`config.mk`:
```
export PLATFORM = sky130hd
export DESIGN_NAME = tpi_sqrt
export DESIGN_NICKNAME = d
export VERILOG_FILES = /design/src/rtl/core/tpi_pkg.sv /design/src/rtl/core/tpi_sqrt.sv
export SDC_FILE = /design/constraint.sdc
export NUM_CORES = 2
export LEC_CHECK = 0
export BUFFER_PORTS_ARGS = -buffer_cell sky130_fd_sc_hd__buf_4
export CAP_MARGIN = 10
export CORE_MARGIN = 1.5
export CORE_UTILIZATION = 65
export DETAILED_ROUTE_END_ITERATION = 7
export PLACE_DENSITY_LB_ADDON = 0.15
export SLEW_MARGIN = 15
export SYNTH_ARGS = -nofsm -noshare
export SYNTH_HDL_FRONTEND = slang
export SYNTH_SLANG_ARGS = --single-unit
```
`constraint.sdc`:
```
create_clock -name clk -period 9 [get_ports clk]
set_clock_uncertainty 0.1 [all_clocks]
set_input_delay 1.8 -clock clk [delete_from_list [all_inputs] [get_ports clk]]
set_output_delay 1.8 -clock clk [all_outputs]
set_load 0.005 [all_outputs]
```
`src/rtl/core/tpi_pkg.sv`:
```
package tpi_pkg;

  // fraction bits of a unit normal component
  localparam int UNIT_BITS = 30;

  // root stages: one result bit per stage
  localparam int SQ_STEPS = 31;
  // unit-normal quotient stages
  localparam int UQ_STEPS = 31;
  // point quotient stages: 31 integer plus 31 fraction bits
  localparam int PQ_STEPS = 62;

  typedef logic signed [15:0] raw_t;
  typedef logic signed [31:0] unit_t;
  typedef logic signed [31:0] dist_t;
  typedef logic signed [63:0] wide_t;

  // side data carried alongside the root stages
  typedef struct packed {
    raw_t [2:0][2:0] raw;
    dist_t [2:0]     dists;
    logic [2:0]      zero;
  } sq_side_t;

  // side data carried alongside the unit-normal quotient stages
  typedef struct packed {
    logic [2:0][2:0] neg;
    logic [2:0]      zero;
    dist_t [2:0]     dists;
  } uq_side_t;

  // side data carried alongside the point quotient stages
  typedef struct packed {
    logic [2:0] neg;
    logic [2:0] sat;
    logic       found;
  } pq_side_t;

endpackage

```
`src/rtl/core/tpi_sqrt.sv`:
```
module tpi_sqrt import tpi_pkg::*; (
  input  logic                clk,
  input  logic                en,
  input  logic [31:0]         l2,
  output logic [SQ_STEPS-1:0] root
);

  localparam int SQ_W = 2 * SQ_STEPS;

  logic [SQ_W-1:0]     rem_q  [SQ_STEPS];
  logic [SQ_STEPS-1:0] root_q [SQ_STEPS];

  // one root bit per stage, MSB first; rem holds v - root^2
  for (genvar s = 0; s < SQ_STEPS; s++) begin : g_step
    localparam int I = SQ_STEPS - 1 - s;
    logic [SQ_W-1:0]     rem_in;
    logic [SQ_STEPS-1:0] root_in;
    logic [SQ_W-1:0]     trial;

    if (s == 0) begin : g_first
      assign rem_in  = {l2, {(SQ_W - 32){1'b0}}};
      assign root_in = '0;
    end else begin : g_next
      assign rem_in  = rem_q[s-1];
      assign root_in = root_q[s-1];
    end

    assign trial = ({{(SQ_W - SQ_STEPS){1'b0}}, root_in} << (I + 1))
                 | ({{(SQ_W - 1){1'b0}}, 1'b1} << (2 * I));

    always_ff @(posedge clk) begin
      if (en) begin
        if (rem_in >= trial) begin
          rem_q[s]  <= rem_in - trial;
          root_q[s] <= root_in | ({{(SQ_STEPS - 1){1'b0}}, 1'b1} << I);
        end else begin
          rem_q[s]  <= rem_in;
          root_q[s] <= root_in;
        end
      end
    end
  end

  assign root = root_q[SQ_STEPS-1];

endmodule

```
; ---- Word level (Yosys, flattened, before mapping)
; Memories as Yosys holds them, arrays and structs flattened.
; Cells that the tools add are included.
[word_totals]
latch_bits = 0
romBits = 0
reg_bits = 0
elab_cells = 374
in_bits = 34
out_inout_bits = 31
mem_count = 2
ram_bits = 2883
[mem_list]
columns = name, words, width, rd, rd_ports_with_merged_regs, write_ports, line
row1 = rem_q, 31, 62, 30, 0, 31, tpi_sqrt.sv:10  ; logic [SQ_W-1:0] rem_q [SQ_STEPS];
row2 = root_q, 31, 31, 31, 0, 31, tpi_sqrt.sv:11  ; logic [SQ_STEPS-1:0] root_q [SQ_STEPS];
[op_classes]
n_addsub = 31
mul = 0
div = 0
n_eq_ne = 0
reduce_logical = 0
shift = 0
n_bitwise = 62
n_lt_le_gt_ge = 31
n_mux = 248
[ops]
columns = cell, count
row1 = two-way mux 62 bit, 31
row2 = two-way mux 31 bit, 31
row3 = two-way mux 1 bit, 186
row4 = >= comparator 62 x 32 -> 1 bit, 1
row5 = >= comparator 62 x 33 -> 1 bit, 1
row6 = >= comparator 62 x 34 -> 1 bit, 1
row7 = >= comparator 62 x 35 -> 1 bit, 1
row8 = >= comparator 62 x 36 -> 1 bit, 1
row9 = >= comparator 62 x 37 -> 1 bit, 1
row10 = >= comparator 62 x 38 -> 1 bit, 1
row11 = >= comparator 62 x 39 -> 1 bit, 1
row12 = >= comparator 62 x 40 -> 1 bit, 1
row13 = >= comparator 62 x 41 -> 1 bit, 1
row14 = >= comparator 62 x 42 -> 1 bit, 1
row15 = >= comparator 62 x 43 -> 1 bit, 1
row16 = >= comparator 62 x 44 -> 1 bit, 1
row17 = >= comparator 62 x 45 -> 1 bit, 1
row18 = >= comparator 62 x 46 -> 1 bit, 1
row19 = >= comparator 62 x 47 -> 1 bit, 1
row20 = >= comparator 62 x 48 -> 1 bit, 1
row21 = >= comparator 62 x 49 -> 1 bit, 1
row22 = >= comparator 62 x 50 -> 1 bit, 1
row23 = >= comparator 62 x 51 -> 1 bit, 1
row24 = >= comparator 62 x 52 -> 1 bit, 1
row25 = 42 further kinds, 103

; ---- Longest topological paths before layout
; An unclocked memory read counts as a cell.
[depth]
word_depth = 6
mapped_depth = 16
mapped_depth_nobuf = 15

; ---- Least setup slack after synthesis
; No wires, ideal clock.
[synth_timing]
path_kind = input -> register
start = input port en
end = memory rem_q[1][688] (netlist name), enable pin
path_buffers = 3
t_arrival_ns = 4.625
setup_ns = 0.471
required_time_ns = 8.429
slack_ns = 3.804
stages = 3
cell_sequence = clkbuf_1 > clkbuf_1 > clkbuf_1
[synth_rtl]
columns = item, line
row1 = start: declaration, tpi_sqrt.sv:3  ; input logic en,
row2 = end: declaration, tpi_sqrt.sv:10

==> results <==
- Measured against its own limit, the worst slew margin works out to a little over a fifth.
- The worst-skew pair later-pin latency is between 0.8 and 0.9 ns.
- The detail route stage leaves a number of antenna-violating nets equal to 0.
- Across the VDD grid, the largest voltage drop is 0.000187 V.
- STA classifies the critical path endpoint as a register.
- The total congestion overflow is 0.
- The via count of the first global-routing pass is around 57000.
- For this run, the top clock speed supported by timing is roughly 180 MHz.
- The count of distinct cell types in the synthesized netlist is between 80 and 90.
- In the final design database the tool counted roughly 8300 nets.
- The number of buffers inserted by post-CTS setup repair is 0.
- Counting along the longest clock path gives a buffer depth of 3.
- The number of synthesized register bits is around 1700.
- Synthesis handed over a netlist of between 7000 and 8000 instances.
- The layout-stage area growth over the synthesis result is 9.34%.
- The internal power is around 0.016 W.
- Input and output buffers added on the ports amount to 64.
- After global routing, the most crowded layer is met2.
- The synthesized netlist net count is roughly 8200.
- Setup slack closes at 3.48 ns.
- The post-synthesis average cell area is 11.4 um^2.
- The number of cells upsized or downsized after cts is 0.
- The number of warning messages in the yosys log is 0.
- The vertical die dimension is between 300 and 400 um.
- The share of cells above drive strength 1 is 6.04%.
- In the routed design, unresolved DRC markers number 0.
- The largest total area in the synthesized netlist belongs to edfxtp_1.
- The minimum period implied by the final worst setup slack is 5.52 ns.
- The number of standard-cell rows in the floorplan is around 130.
- The share of total power dissipated in the clock network is 30.2%.
- Across the run, the number of max-cap violations was 0.
- The global-route wire length before repair is between 300000 and 400000 um.
- Setup repair after global routing left no endpoint under its margin.
- The repair_antennas step left the layout with diodes totalling 0.
- The power density normalized to cell area is ~240 nW/um^2.
- In the routed layout, each cell is associated on average with a via count of 6.18.
- The internal reg-to-reg setup slack is about 3.5 ns.
- The clock tree root driver cell is clkbuf_16.
- The post-placement setup slack is between 3 and 4 ns.
- Of all nets on the critical path, the largest fanout is 7.
- The total clock sinks is 1652.
- The floorplan step defined a core boundary enclosing 134000 um^2.
- For this run, global-route usage on met3 was measured as just over 5%.
- Among all flip-flop cells after synthesis, the most frequent one is edfxtp_1.
- Sequential elements use between 50% and 60% of the synthesized area.
- The initial cell density of the core is approximately two thirds.
- Counting the fill cells in the layout gives between 9000 and 10000.
- Measured along the x axis, the die boundary spans approximately 370 um.
- The final layout contains routed wiring with a total length of approximately 200000 um.
- The number of enable-type register cells in the synthesized netlist is around 1700.
- The die covers about 140000 um^2.
- The total iterations of the first detailed-routing run is 6.
- CTS built an H-tree with a depth of 4.
- The switching fraction of total power is slightly above 30%.
- Yosys instantiated no cell more often than edfxtp_1.
- The met1 demand-to-capacity share in global routing is slightly above 40%.
- The clock tree from TritonCTS is built.
- At the pin with the least slew margin, the transition time is around 1.2 ns.
- The area fraction of the dominant cell type after synthesis is 56.5%.
- By area the synthesized netlist is led by edfxtp_1 57%, ha_1 7.1%, xor2_1 4.1%, xnor2_1 3.7%, o21ai_0 3.1%.
- Across every metal layer, demand over resource in global routing totals between 20% and 30%.
- The worst setup path is launched from a register.
- The placer's final routability congestion estimate is about 0.92.
- The required arrival time at the worst endpoint is roughly 9.5 ns.
- The via count is between 50000 and 60000.
- The hold buffer count at cts is 0.
- In the global route stage, met2 resource usage came out at between 40% and 50%.
- After the first detailed-routing iteration, the DRC count stood at between 6000 and 7000.
- The combinational power share is 23.2%.
- The net switching power is approximately 0.0072 W.
- Data on the critical path arrives at its endpoint at roughly 6.0 ns.
- The path class of the tightest hold or removal check is register to register.
- The final count of pins violating max slew is 0.
- The run finished with clean final reports.
- The total of endpoints with negative setup slack in the final report is 0.
- The start-to-end type of the worst setup path is register to register.
- The number of buffers created by CTS is 171.
- The aggregate negative setup slack is 0 ns.
- The share of flip-flops with an asynchronous set or reset after synthesis is 0%.
- The final count of hold timing violations was 0.
- The maximum number of pins on one net before global-route repair is between 150 and 200.
- For this design the static power due to leakage is ~37 nW.
- The average wire per standard cell is 21.1 um.
- The commonest cells after synthesis are 1652 x edfxtp_1, 690 x nand2_1, 635 x inv_1.
- Of the available clock period, the critical path in the final layout requires between 60% and 70%.
- The netlist area before placement is 87800 um^2.
- The number of antenna violations at the first check in global routing is 5.
- After clock tree synthesis, the clock-pin slew on the worst setup and hold paths is 0.06 ns.
- Detailed placement ended at an HPWL of ~150000 um.
- The number of I/O pins is between 60 and 70.
- The portion of total power attributed to sequential cells is 46.5%.
==> routing by layer <==
metal  vias up  share of wire, %  wire, um
li1      28300                 -         -
met1     28800                42     85200
met3       379               8.0     16400
met4         0               3.3      6720
met5         -                 0         0
met2      2303                47     95900
==> layout make-up <==
class | count | area [um^2] | share of cell area, %
timing repair buffer | 109 | 908 | 0.946
tap | 1768 | 2210 | 2.30
multi-input combinational | 5204 | 35200 | 36.7
sequential | 1652 | 49600 | 51.7
clock inverter | 117 | 1240 | 1.29
clock buffer | 201 | 4390 | 4.58
inverter | 636 | 2390 | 2.49
==> layout by cell type (no fill, tap or decap), types with 16 or more instances in the layout <==
cell type,synthesis,routed
or3_1,96,96
or2_2,32,32
bufinv_16,0,17
nand2b_1,108,108
a31oi_1,46,45
o21a_1,90,90
nand2_1,690,690
edfxtp_1,1652,1652
and2_1,24,24
a21oi_1,388,385
nor3_1,221,217
o21bai_1,46,46
nor2_1,408,408
ha_1,496,496
nand3_1,132,131
xnor2_1,374,374
nor4_1,168,166
nand4_1,66,66
nand4b_1,18,18
buf_4,0,103
o31ai_1,36,36
nand3b_1,38,38
o211ai_1,21,21
a21boi_0,17,17
clkbuf_1,160,30
clkinv_2,0,31
a21o_1,220,220
a211oi_1,38,35
clkbuf_16,0,171
mux2_2,37,37
nor3b_1,16,16
inv_1,635,635
nor2b_1,72,72
nor4b_1,23,23
and3_1,48,48
a211o_1,16,16
xor2_1,409,409
o21ai_0,539,539
clkinv_1,1,38
or4_1,62,62
==> cells by family after synthesis <==
group / share of synthesized area [%]
compound gates: 11.3
flops: 56.5
mux: 0.626
simple gates: 12.9
fa+ha+maj: 7.39
xor+xnor: 7.81
buf+inv: 3.50
==> power groups by stage <==
stage               clock network (W)  registers [W]  logic, W
global route                  0.00745         0.0110   0.00603
global placement                    0         0.0110   0.00520
CTS                           0.00717         0.0108   0.00538
finish                        0.00706         0.0109   0.00542
floorplan                           0         0.0106   0.00414
detailed placement                  0         0.0110   0.00534
==> critical path: stages (launching register included) <==
cell      delay, ns
edfxtp_1       0.47
ha_1           0.29
fa_1           0.45
a211oi_1       0.28
o21bai_1       0.18
o21ai_0        0.56
o21ai_1        0.28
a31oi_1        0.44
o21ai_0        0.40
a311o_1        0.49
a211oi_1       0.90
nand2_1        0.20
xnor2_1        0.21
==> metrics by stage <==
step           hold WS, ns  utilization [%]  power, W  cells  cell area, um^2
2_1_floorplan        0.317                -    0.0147   7671            87800
3_3_place_gp         0.329             67.5    0.0162   9368            90300
3_5_place_dp         0.333             67.5    0.0163   9368            90300
4_1_cts              0.347             71.7    0.0234   9686            95900
5_1_grt              0.353             71.7    0.0244   9687            96000
6_report             0.345             71.7    0.0234   9687            96000
==> path summary, 6_finish.rpt <==
path,startpoint,end,cells after the start
worst min register to register,root_q[1][429]$_DFFE_PP_,root_q[1][460]$_DFFE_PP_,0
worst max-delay path,rem_q[1][748]$_SDFFCE_PP0P_,rem_q[1][862]$_DFFE_PP_,12
worst min-delay path,root_q[1][429]$_DFFE_PP_,root_q[1][460]$_DFFE_PP_,0
worst max register to register,rem_q[1][748]$_SDFFCE_PP0P_,rem_q[1][862]$_DFFE_PP_,12
==> sequential cells by signal, indices dropped and copies added (netlist names) <==
name and count:
rem_q 1156, root_q 496
Power figures use the tool's default switching activity.
